$ cat config.mk
export PLATFORM = sky130hd
export DESIGN_NAME = positional_list_engine
export DESIGN_NICKNAME = d
export VERILOG_FILES = /design/src/hdl/ple_pkg.sv /design/src/hdl/ple_ctrl.sv /design/src/hdl/ple_datapath.sv /design/src/hdl/positional_list_engine.sv
export VERILOG_INCLUDE_DIRS = /design/src /design/src/hdl
export SDC_FILE = /design/constraint.sdc
export NUM_CORES = 1
export LEC_CHECK = 0
export BUFFER_PORTS_ARGS = -buffer_cell sky130_fd_sc_hd__buf_4
export CORE_MARGIN = 3
export CORE_UTILIZATION = 30
export CTS_CLUSTER_SIZE = 28
export DETAILED_ROUTE_END_ITERATION = 10
export PLACE_DENSITY_LB_ADDON = 0.25
export SYNTH_ARGS = -nofsm -noshare
export SYNTH_HDL_FRONTEND = slang
export SYNTH_SLANG_ARGS = --single-unit
$ cat constraint.sdc
create_clock -name clock -period 5.4 [get_ports clock]
set_input_delay 0.81 -clock clock [delete_from_list [all_inputs] [get_ports clock]]
set_output_delay 0.81 -clock clock [all_outputs]
set_load 0.05 [all_outputs]
$ cat src/hdl/positional_list_engine_defines.svh
// ----------------------------------------------------------------------------
// Positional list engine - assertion macros
// Shared concurrent assertion forms used at the top level.
// ----------------------------------------------------------------------------
`ifndef POSITIONAL_LIST_ENGINE_DEFINES_SVH
`define POSITIONAL_LIST_ENGINE_DEFINES_SVH

// same-cycle implication
`define PLE_ASSERT_HOLDS(lbl, clk, rst, ante, cons, msg) \
   lbl: assert property (@(posedge clk) disable iff (rst) (ante) |-> (cons)) \
      else $error(msg);

// next-cycle implication
`define PLE_ASSERT_NEXT(lbl, clk, rst, ante, cons, msg) \
   lbl: assert property (@(posedge clk) disable iff (rst) (ante) |=> (cons)) \
      else $error(msg);

`endif

$ cat src/hdl/ple_pkg.sv
// ----------------------------------------------------------------------------
// Positional list engine package
// Sizes, command and status codes, and controller/datapath interface types.
// ----------------------------------------------------------------------------
`timescale 1ns / 1ps

package ple_pkg;

   localparam int CAPACITY = 16;
   localparam int CNT_W    = $clog2(CAPACITY + 1);
   localparam int IDX_W    = $clog2(CAPACITY);
   localparam int MODE_W   = 3;
   localparam int POS_W    = 5;
   localparam int VALUE_W  = 32;
   localparam int STATUS_W = 2;
   localparam int ENTRY_W  = 5;
   localparam int CMP_W    = ((CNT_W > POS_W) ? CNT_W : POS_W) + 1;
   localparam int REQ_DATA_W = 40;
   localparam int RSP_DATA_W = 48;

   localparam logic [MODE_W-1:0] MODE_INS_FRONT = 3'd0;
   localparam logic [MODE_W-1:0] MODE_INS_BACK  = 3'd1;
   localparam logic [MODE_W-1:0] MODE_INS_AT    = 3'd2;
   localparam logic [MODE_W-1:0] MODE_DEL_FRONT = 3'd3;
   localparam logic [MODE_W-1:0] MODE_DEL_BACK  = 3'd4;
   localparam logic [MODE_W-1:0] MODE_DEL_AT    = 3'd5;
   localparam logic [MODE_W-1:0] MODE_LENGTH    = 3'd6;
   localparam logic [MODE_W-1:0] MODE_DUMP      = 3'd7;

   localparam logic [STATUS_W-1:0] ST_OK     = 2'd0;
   localparam logic [STATUS_W-1:0] ST_EMPTY  = 2'd1;
   localparam logic [STATUS_W-1:0] ST_BADPOS = 2'd2;
   localparam logic [STATUS_W-1:0] ST_FULL   = 2'd3;

   typedef struct packed {
      logic capture;
      logic exec;
      logic dump_load;
   } ple_cmd_type;

   typedef struct packed {
      logic dump_run;
      logic dump_last;
   } ple_stat_type;

endpackage

$ cat src/hdl/ple_ctrl.sv
// ----------------------------------------------------------------------------
// Positional list engine - controller
// Sequences capture, edit and dump steps and owns the result valid flag.
// ----------------------------------------------------------------------------
`timescale 1ns / 1ps

module ple_ctrl
   import ple_pkg::*;
(
   input  logic         clock,
   input  logic         reset,
   input  logic         req_valid,
   output logic         req_ready,
   output logic         rsp_valid,
   input  logic         rsp_ready,
   input  ple_stat_type stat,
   output ple_cmd_type  cmd
);

   localparam logic [1:0] S_IDLE = 2'd0;
   localparam logic [1:0] S_EXEC = 2'd1;
   localparam logic [1:0] S_DUMP = 2'd2;

   logic [1:0] state_ff, state_in;
   logic       rsp_valid_ff, rsp_valid_in;
   logic       out_free;

   always_comb begin
      cmd       = '0;
      state_in  = state_ff;
      req_ready = (state_ff == S_IDLE);
      out_free  = !rsp_valid_ff || rsp_ready;
      case (state_ff)
         S_IDLE: begin
            if (req_valid) begin
               cmd.capture = 1'b1;
               state_in    = S_EXEC;
            end
         end
         S_EXEC: begin
            if (out_free) begin
               if (stat.dump_run) begin
                  cmd.dump_load = 1'b1;
                  state_in      = stat.dump_last ? S_IDLE : S_DUMP;
               end else begin
                  cmd.exec = 1'b1;
                  state_in = S_IDLE;
               end
            end
         end
         S_DUMP: begin
            if (out_free) begin
               cmd.dump_load = 1'b1;
               if (stat.dump_last) begin
                  state_in = S_IDLE;
               end
            end
         end
         default: begin
            state_in = S_IDLE;
         end
      endcase
      rsp_valid_in = cmd.exec || cmd.dump_load || (rsp_valid_ff && !rsp_ready);
   end

   always_ff @(posedge clock) begin
      if (reset) begin
         state_ff     <= S_IDLE;
         rsp_valid_ff <= 1'b0;
      end else begin
         state_ff     <= state_in;
         rsp_valid_ff <= rsp_valid_in;
      end
   end

   assign rsp_valid = rsp_valid_ff;

endmodule

$ cat src/hdl/ple_datapath.sv
// ----------------------------------------------------------------------------
// Positional list engine - datapath
// List cells with block shift, entry count, dump pointer and result register.
// ----------------------------------------------------------------------------
`timescale 1ns / 1ps

module ple_datapath
   import ple_pkg::*;
(
   input  logic                       clock,
   input  logic                       reset,
   input  ple_cmd_type                cmd,
   output ple_stat_type               stat,
   input  logic [MODE_W-1:0]          req_mode,
   input  logic [POS_W-1:0]           req_position,
   input  logic signed [VALUE_W-1:0]  req_value,
   output logic [STATUS_W-1:0]        rsp_status,
   output logic signed [VALUE_W-1:0]  rsp_entry_value,
   output logic [ENTRY_W-1:0]         rsp_entry_index,
   output logic [ENTRY_W-1:0]         rsp_entry_count,
   output logic                       rsp_last
);

   logic [MODE_W-1:0]         mode_ff;
   logic [POS_W-1:0]          pos_ff;
   logic signed [VALUE_W-1:0] value_ff;

   logic signed [VALUE_W-1:0] cells_ff [CAPACITY];
   logic signed [VALUE_W-1:0] cells_in [CAPACITY];
   logic signed [VALUE_W-1:0] cell_up  [CAPACITY];
   logic signed [VALUE_W-1:0] cell_dn  [CAPACITY];

   logic [CNT_W-1:0] count_ff, count_in;
   logic [CNT_W-1:0] ptr_ff, ptr_in;

   logic [STATUS_W-1:0]       status_ff, status_in;
   logic signed [VALUE_W-1:0] out_value_ff, out_value_in;
   logic [ENTRY_W-1:0]        out_index_ff, out_index_in;
   logic [ENTRY_W-1:0]        out_count_ff, out_count_in;
   logic                      out_last_ff, out_last_in;

   logic [STATUS_W-1:0] edit_status;
   logic [CMP_W-1:0]    slot;
   logic [CMP_W-1:0]    cmp_count;
   logic [CMP_W-1:0]    cmp_pos;
   logic                ins_do;
   logic                del_do;
   logic                is_full;
   logic                is_empty;

   // neighbour taps for the block shift
   for (genvar g = 0; g < CAPACITY; g++) begin : g_tap
      if (g == 0) begin : g_first
         assign cell_up[g] = value_ff;
      end else begin : g_rest
         assign cell_up[g] = cells_ff[g-1];
      end
      if (g == CAPACITY - 1) begin : g_end
         assign cell_dn[g] = cells_ff[g];
      end else begin : g_mid
         assign cell_dn[g] = cells_ff[g+1];
      end
   end

   always_comb begin
      cmp_count   = CMP_W'(count_ff);
      cmp_pos     = CMP_W'(pos_ff);
      is_full     = (count_ff == CNT_W'(CAPACITY));
      is_empty    = (count_ff == '0);
      edit_status = ST_OK;
      slot        = '0;
      ins_do      = 1'b0;
      del_do      = 1'b0;
      case (mode_ff)
         MODE_INS_FRONT: begin
            if (is_full) edit_status = ST_FULL;
            else ins_do = 1'b1;
         end
         MODE_INS_BACK: begin
            slot = cmp_count;
            if (is_full) edit_status = ST_FULL;
            else ins_do = 1'b1;
         end
         MODE_INS_AT: begin
            slot = cmp_pos - CMP_W'(1);
            if (cmp_pos == '0 || cmp_pos > cmp_count + CMP_W'(1)) edit_status = ST_BADPOS;
            else if (is_full) edit_status = ST_FULL;
            else ins_do = 1'b1;
         end
         MODE_DEL_FRONT: begin
            if (is_empty) edit_status = ST_EMPTY;
            else del_do = 1'b1;
         end
         MODE_DEL_BACK: begin
            slot = cmp_count - CMP_W'(1);
            if (is_empty) edit_status = ST_EMPTY;
            else del_do = 1'b1;
         end
         MODE_DEL_AT: begin
            slot = cmp_pos - CMP_W'(1);
            if (cmp_pos == '0 || cmp_pos > cmp_count) edit_status = ST_BADPOS;
            else del_do = 1'b1;
         end
         MODE_LENGTH: begin
            edit_status = ST_OK;
         end
         MODE_DUMP: begin
            if (is_empty) edit_status = ST_EMPTY;
         end
         default: begin
            edit_status = ST_OK;
         end
      endcase

      for (int i = 0; i < CAPACITY; i++) begin
         cells_in[i] = cells_ff[i];
         if (ins_do && CMP_W'(i) >= slot) begin
            cells_in[i] = (CMP_W'(i) == slot) ? value_ff : cell_up[i];
         end
         if (del_do && CMP_W'(i) >= slot) begin
            cells_in[i] = cell_dn[i];
         end
      end

      count_in = count_ff;
      if (cmd.exec && ins_do) count_in = count_ff + CNT_W'(1);
      if (cmd.exec && del_do) count_in = count_ff - CNT_W'(1);

      ptr_in = ptr_ff;
      if (cmd.capture) ptr_in = '0;
      else if (cmd.dump_load) ptr_in = ptr_ff + CNT_W'(1);

      status_in    = status_ff;
      out_value_in = out_value_ff;
      out_index_in = out_index_ff;
      out_count_in = out_count_ff;
      out_last_in  = out_last_ff;
      if (cmd.exec) begin
         status_in    = edit_status;
         out_value_in = '0;
         out_index_in = '0;
         out_count_in = ENTRY_W'(count_in);
         out_last_in  = 1'b1;
      end else if (cmd.dump_load) begin
         status_in    = ST_OK;
         out_value_in = cells_ff[ptr_ff[IDX_W-1:0]];
         out_index_in = ENTRY_W'(ptr_ff + CNT_W'(1));
         out_count_in = ENTRY_W'(count_ff);
         out_last_in  = stat.dump_last;
      end
   end

   assign stat.dump_run  = (mode_ff == MODE_DUMP) && !is_empty;
   assign stat.dump_last = ((ptr_ff + CNT_W'(1)) == count_ff);

   always_ff @(posedge clock) begin
      if (reset) begin
         count_ff <= '0;
         ptr_ff   <= '0;
      end else begin
         count_ff <= count_in;
         ptr_ff   <= ptr_in;
      end
   end

   always_ff @(posedge clock) begin
      if (cmd.capture) begin
         mode_ff  <= req_mode;
         pos_ff   <= req_position;
         value_ff <= req_value;
      end
      if (cmd.exec) begin
         for (int i = 0; i < CAPACITY; i++) begin
            cells_ff[i] <= cells_in[i];
         end
      end
      status_ff    <= status_in;
      out_value_ff <= out_value_in;
      out_index_ff <= out_index_in;
      out_count_ff <= out_count_in;
      out_last_ff  <= out_last_in;
   end

   assign rsp_status      = status_ff;
   assign rsp_entry_value = out_value_ff;
   assign rsp_entry_index = out_index_ff;
   assign rsp_entry_count = out_count_ff;
   assign rsp_last        = out_last_ff;

endmodule

$ cat src/hdl/positional_list_engine.sv
// ----------------------------------------------------------------------------
// Positional list engine - top level
// Bounded ordered list of signed values with positional insert and delete.
// ----------------------------------------------------------------------------
// An accepted item is captured, then executed once the output register is free; its
// result is registered. A dump returns one entry per cycle while the result side is
// ready, from the single list read port. A new item is taken only once the last is
// executed or fully dumped, while its result may still wait in the output register.
// Reset clears the entry count and control; list cells stay undefined until written.
`timescale 1ns / 1ps
`include "positional_list_engine_defines.svh"

module positional_list_engine
   import ple_pkg::*;
(
   input  logic                  clock,
   input  logic                  reset,
   input  logic                  req_tvalid,
   output logic                  req_tready,
   input  logic [REQ_DATA_W-1:0] req_tdata,  // position[4:0], value[36:5]
   input  logic [MODE_W-1:0]     req_tuser,  // mode[2:0]
   output logic                  rsp_tvalid,
   input  logic                  rsp_tready,
   output logic [RSP_DATA_W-1:0] rsp_tdata,  // entry_value[31:0], entry_index[36:32],
                                             // entry_count[41:37]
   output logic [STATUS_W-1:0]   rsp_tuser,  // status[1:0]
   output logic                  rsp_tlast
);

   ple_cmd_type  cmd;
   ple_stat_type stat;

   logic [STATUS_W-1:0]       rsp_status;
   logic signed [VALUE_W-1:0] rsp_value;
   logic [ENTRY_W-1:0]        rsp_index;
   logic [ENTRY_W-1:0]        rsp_count;

   ple_ctrl u_ctrl (
      .clock     (clock),
      .reset     (reset),
      .req_valid (req_tvalid),
      .req_ready (req_tready),
      .rsp_valid (rsp_tvalid),
      .rsp_ready (rsp_tready),
      .stat      (stat),
      .cmd       (cmd)
   );

   ple_datapath u_datapath (
      .clock           (clock),
      .reset           (reset),
      .cmd             (cmd),
      .stat            (stat),
      .req_mode        (req_tuser),
      .req_position    (req_tdata[POS_W-1:0]),
      .req_value       (req_tdata[POS_W+VALUE_W-1:POS_W]),
      .rsp_status      (rsp_status),
      .rsp_entry_value (rsp_value),
      .rsp_entry_index (rsp_index),
      .rsp_entry_count (rsp_count),
      .rsp_last        (rsp_tlast)
   );

   assign rsp_tdata = {(RSP_DATA_W - VALUE_W - 2 * ENTRY_W)'(0), rsp_count, rsp_index, rsp_value};
   assign rsp_tuser = rsp_status;

   `PLE_ASSERT_NEXT(a_busy_after_accept, clock, reset, req_tvalid && req_tready, !req_tready, "item accepted while previous still in work")
   `PLE_ASSERT_HOLDS(a_full_count, clock, reset, rsp_tvalid && rsp_status == ST_FULL, rsp_count == ENTRY_W'(CAPACITY), "full status with list not full")
   `PLE_ASSERT_HOLDS(a_dump_run, clock, reset, rsp_tvalid && !rsp_tlast, rsp_status == ST_OK && rsp_index != '0, "non-final result is not a dump entry")

endmodule

# Yosys cells after proc, flatten, opt, wreduce, memory -nomap -nowiden
# Memories as Yosys holds them, arrays and structs flattened. A register that Yosys moved wholly into a read port is not among the register bits.
# Cells that the tools add are included.
# word_totals
ff_bits	66
ramBits	512
elab_cells	203
memories	1
# mem_list
memory	words	word_bits	rd	rd_clocked_by_memory_dff	wr	line_no	source
u_datapath.cells_ff	16	32	17	1	16	ple_datapath.sv:28	logic signed [VALUE_W-1:0] cells_ff [CAPACITY];
# classes
add_sub_neg	6
magnitude_cmp	18
eq_ne	30
n_mux	82
reduce_logical	55
# op_table
operator	count
32-bit two-way mux	47
4-bit by 6-bit equality test with 1-bit output, first input constant	8
4-bit by 6-bit greater-or-equal comparator with 1-bit output, first input constant	8
1-bit logical AND	36
3-bit by 6-bit equality test with 1-bit output, first input constant	4
3-bit by 6-bit greater-or-equal comparator with 1-bit output, first input constant	4
2-bit two-way mux	12
5-bit two-way mux	4
6-bit case mux with 3 select lines	1
1-bit two-way mux	13
2-bit by 6-bit equality test with 1-bit output, first input constant	2
3-bit equality test, second input constant	4
1-bit by 6-bit greater-or-equal comparator with 1-bit output, first input constant	2
2-bit by 6-bit greater-or-equal comparator with 1-bit output, first input constant	2
5-bit by 1-bit subtractor with 6-bit output, second input constant	2
5-bit by 1-bit adder with 5-bit output, second input constant	2
5-bit zero test	2
2-bit case mux with 5 select lines	1
2-bit OR reduction	4
5-bit by 1-bit adder with 6-bit output, second input constant	1
1-bit by 6-bit equality test with 1-bit output, first input constant	1
3-bit by 2-bit equality test with 1-bit output, second input constant	2
5-bit by 6-bit > comparator with 1-bit output	1
2-bit by 1-bit inequality test with 1-bit output, second input constant	3
17 further kinds	25

# Longest topological paths before layout
# logic_depth
depth_word	10
mapped_depth	16
ltp_nobuf	12

# By module
# From an unflattened synthesis, not the netlist that was laid out.
# unflattened
cells_unflattened	2725
hier_area_um2	34043.9
# modules_own_cells
module	instances	cells_per_inst	area_per_inst_um2	seq_area_each_um2
ple_datapath	1	2689	33764.9	17747.0
ple_ctrl	1	29	230.2	60.1
positional_list_engine	1	7	48.8	0.0

# Worst setup path before layout
# No wires, ideal clock.
# synth_timing
path_kind	register to register
startpoint	register u_datapath.mode_ff[2]
endpoint	memory u_datapath.cells_ff[2][0], enable pin
setup_ns	0.461
arrival_time_ns	4.892
required_time_ns	4.939
setup_slack_ns	0.047
path_stages_with_launch	14
n_path_buf	4
period_less_slack_ns	5.353
path_cell_list	edfxtp_1 > buf_4 > buf_4 > nand3b_1 > nand2_1 > a21oi_2 > ha_1 > xor2_1 > a32oi_2 > and2_1 > buf_2 > o21ai_1 > clkbuf_1 > nor3_1
# synth_lines
element	line_no	source
from (decl)	ple_datapath.sv:24	logic [MODE_W-1:0] mode_ff;
from (signal assigned)	ple_datapath.sv:168	mode_ff <= req_mode;
to (decl)	ple_datapath.sv:28	

==> metrics.csv <==
stage,metric,value,unit
timing,tns,0,ns
synthesis,synth-warning-count,0,
worst_setup_path,cpMostUsedCell,a31oi_1,
final_layout,seq_area,17800,um^2
drt,wl_per_cell,31.9,um
worst_setup_path,crit_required,5.78,ns
synthesis,synth_common_cells,"edfxtp_1, nand3_1, a31oi_1",
timing,fin_crit,4.96,ns
floorplan,io_pins,100,
synthesis,synth_top_area_share,46.2,%
status,status,"finished, final reports clean",
timing,rsz0062_at_grt,false,
clock_tree,post_cts_resized,0,
clock_tree,ctsHoldBuffers,0,
synthesis,synth_most_common_cell,edfxtp_1,
drt,drt_drc_violations_left,0,
worst_setup_path,critPathTopFamily,simple AND/OR/NAND/NOR gates,
worst_setup_path,crit_arrival,5.34,ns
timing,finalHoldViolCount,0,
timing,whs,0.335,ns
hold_path,hold_end,u_datapath.value_ff[15],
drt,routed_via_density,6.54,
hold_path,holdPathStages,1,
synthesis,synthArstFlopShare,0,%
timing,clock_skew,0.0212,ns
worst_setup_path,cp_cell_sequence,nor4b_2 -> a31oi_1 -> and3_1 -> inv_2 -> ha_1 -> xor2_1 -> o21ai_1 -> and2_1 -> nor3_1 -> o211ai_4 -> buf_12 -> o21ai_0 -> a31oi_1,
worst_setup_path,crit_type,reg -> reg,
synthesis,synth-seq-cells,610,
worst_setup_path,r2r_setup_slack,0.44,ns
floorplan,row_count,127,
synthesis,synth-main-ff-cell,edfxtp_1,
worst_setup_path,worstReg2RegEnd,u_datapath.cells_ff[13][24],
clock_tree,cts-htree-levels,3,
hold_path,hold_class,in -> reg,
final_layout,fillCellCount,12000,
clock_tree,numCtsBuffers,75,
timing,setup_viol,0,
final_layout,drive_above_1_share,20.3,%
grt,antenna_found_initial,5,
worst_setup_path,r2r_cells,13,
timing,worst_pin_slew,1.18,ns
worst_setup_path,max_stage_delay,0.70,ns
timing,slew_headroom,21.6,%
synthesis,synth_area_leaders,"edfxtp_1, mux4_2, a31oi_1",
worst_setup_path,reg2reg_from,u_datapath.mode_ff[2],
clock_tree,clock_path_buffers,3,
hold_path,hold_path.startpoint,req_tdata[20],
synthesis,synth_area,36300,um^2
placement,globalplace.congestion,0.825,
floorplan,die_area,125000,um^2
worst_setup_path,crit_path_end_kind,register,
drt,antenna_left,0,
synthesis,synth_edf_count,559,
drt,wl,158000,um
clock_tree,clock_latency,0.65,ns
final_layout,multi_input_area,16700,um^2
worst_setup_path,cpMaxStageDelayCell,edfxtp_1,
worst_setup_path,crit_buf_inv,2,
grt,grt_overflow,0,
grt,grt_max_degree,145,
worst_setup_path,worstSetupStartpointType,register,
clock_tree,cts.sinks,610,
timing,drv_slew,0,
drt,firstDrtPassIters,9,
clock_tree,cts_setup_buffers,0,
synthesis,synth_cell_type_count,84,
final_layout,synthToLayoutAreaGrowth,14.3,%
floorplan,coreArea,120000,um^2
power,irDropWorstVdd,0.000212,V
synthesis,ys_seq_area_share,49.0,%
power,leakage,12.6,nW
floorplan,die_x,354,um
placement,dpl.hpwl,87600,um
clock_tree,root_buffer,clkbuf_16,
synthesis,avgSynthCellArea,10.7,um^2
synthesis,synth_cells,3405,
drt,drtIter0Drc,5200,
final_layout,nets,3354,
timing,fmax,202,MHz
floorplan,die_y,354,um
worst_setup_path,critPathMaxFanout,34,
grt,grt_pass1_vias,31000,
timing,fin_crit_sh,91.8,%
grt,grt_use_total,24.2,%
job,drv_cap,0,
clock_tree,cts_tree,done,
synthesis,yosysTopAreaCell,edfxtp_1,
floorplan,start_util,30.3,%
grt,grt_pass1_wl,226000,um
drt,vias,32500,
placement,io_buffers,90,
clock_tree,clkTransAtPathRegs,0.06,ns
power,power.density,320,nW/um^2
==> sequential cells by signal, indices dropped and copies added, names as in the netlist <==
name / flops
u_datapath.pos_ff: 5
u_datapath.mode_ff: 3
u_ctrl.state_ff: 2
u_datapath.rsp_last: 1
u_datapath.rsp_entry_value: 32
u_datapath.rsp_entry_count: 5
u_datapath.rsp_status: 2
u_datapath.value_ff: 32
u_datapath.cells_ff: 512
u_datapath.count_ff: 5
u_datapath.ptr_ff: 5
u_datapath.rsp_entry_index: 5
u_ctrl.rsp_valid: 1
==> power breakdown <==
part	switching, W	leakage, nW	internal (W)
sequential	0.000229	5.50	0.00551
combinational	0.00184	5.97	0.000695
clock	0.00216	1.14	0.00284
total	0.00423	12.6	0.00905
==> how the worst max path moves through the flow <==
stage,start,to,cells after the start
CTS,u_datapath.mode_ff[2],u_datapath.cells_ff[13][24],13
global placement,u_datapath.mode_ff[2],u_datapath.cells_ff[13][24],13
finish,u_datapath.mode_ff[2],u_datapath.cells_ff[13][24],13
detailed placement,u_datapath.mode_ff[2],u_datapath.cells_ff[13][28],13
floorplan,u_datapath.mode_ff[2],u_datapath.cells_ff[2][0],13
global route,u_datapath.mode_ff[0],u_datapath.cells_ff[13][24],13
==> logic make-up (layout without fill, tap and decap cells) <==
| logic type | count (synthesis) | count (layout) | share of synthesized area [%] |
|---|---|---|---|
| adder cells (fa/ha/maj) | 17 | 17 | 0.585 |
| AND/OR/NAND/NOR | 992 | 992 | 14.4 |
| other | 1 | 7 | 0.0103 |
| buffers and inverters | 545 | 485 | 6.19 |
| XOR/XNOR | 18 | 18 | 0.509 |
| multiplexers | 292 | 292 | 13.9 |
| AO/OA/AOI/OAI | 930 | 930 | 15.4 |
| flip-flops | 610 | 610 | 49.0 |
==> cell type report <==
cell class | instances | share of cell area (%)
flip-flops and latches | 610 | 42.9
multi-input cells | 2255 | 40.3
repair buffers | 237 | 5.37
clock buffers | 113 | 5.16
well taps | 1612 | 4.86
inverters | 111 | 1.00
clock inverters | 24 | 0.443
diodes | 1 | 0.00602
==> stage by stage <==
stage	area (um^2)	cells	utilization, %	power, W	setup WS [ns]
2_1_floorplan	36400	3410	-	0.00721	0.0472
3_3_place_gp	39200	4825	32.6	0.00824	0.589
3_5_place_dp	39200	4825	32.6	0.00827	0.522
4_1_cts	41500	4962	34.6	0.0132	0.509
5_1_grt	41500	4962	34.6	0.0136	0.0713
6_report	41500	4963	34.6	0.0133	0.445
==> per-layer routing <==
layer / up-vias / wire (um) / global-route usage [%]
li1: 13300 / - / -
met5: - / 12 / 0
met1: 16400 / 63800 / 33.6
met4: 2 / 6050 / 9.61
met3: 355 / 17900 / 5.28
met2: 2425 / 70400 / 36.9
==> layout by cell type, fill, tap and decap left out, types with 8 or more instances in the layout <==
master	n
clkbuf_16	77
nor3_1	205
mux2_2	91
mux4_2	160
a21oi_1	44
a222oi_1	33
nor2_4	9
nor2_1	29
a31oi_1	390
nor4_1	192
ha_1	17
mux2i_1	33
dfxtp_1	47
xnor2_1	11
o21ai_1	56
clkinv_1	8
nand2_1	80
clkbuf_1	28
nand3_1	392
edfxtp_1	559
buf_4	201
o21ai_0	344
nor3_2	11
clkbuf_8	8
clkinv_2	9
inv_1	108
buf_12	36
(Power assumes the default switching activity.)
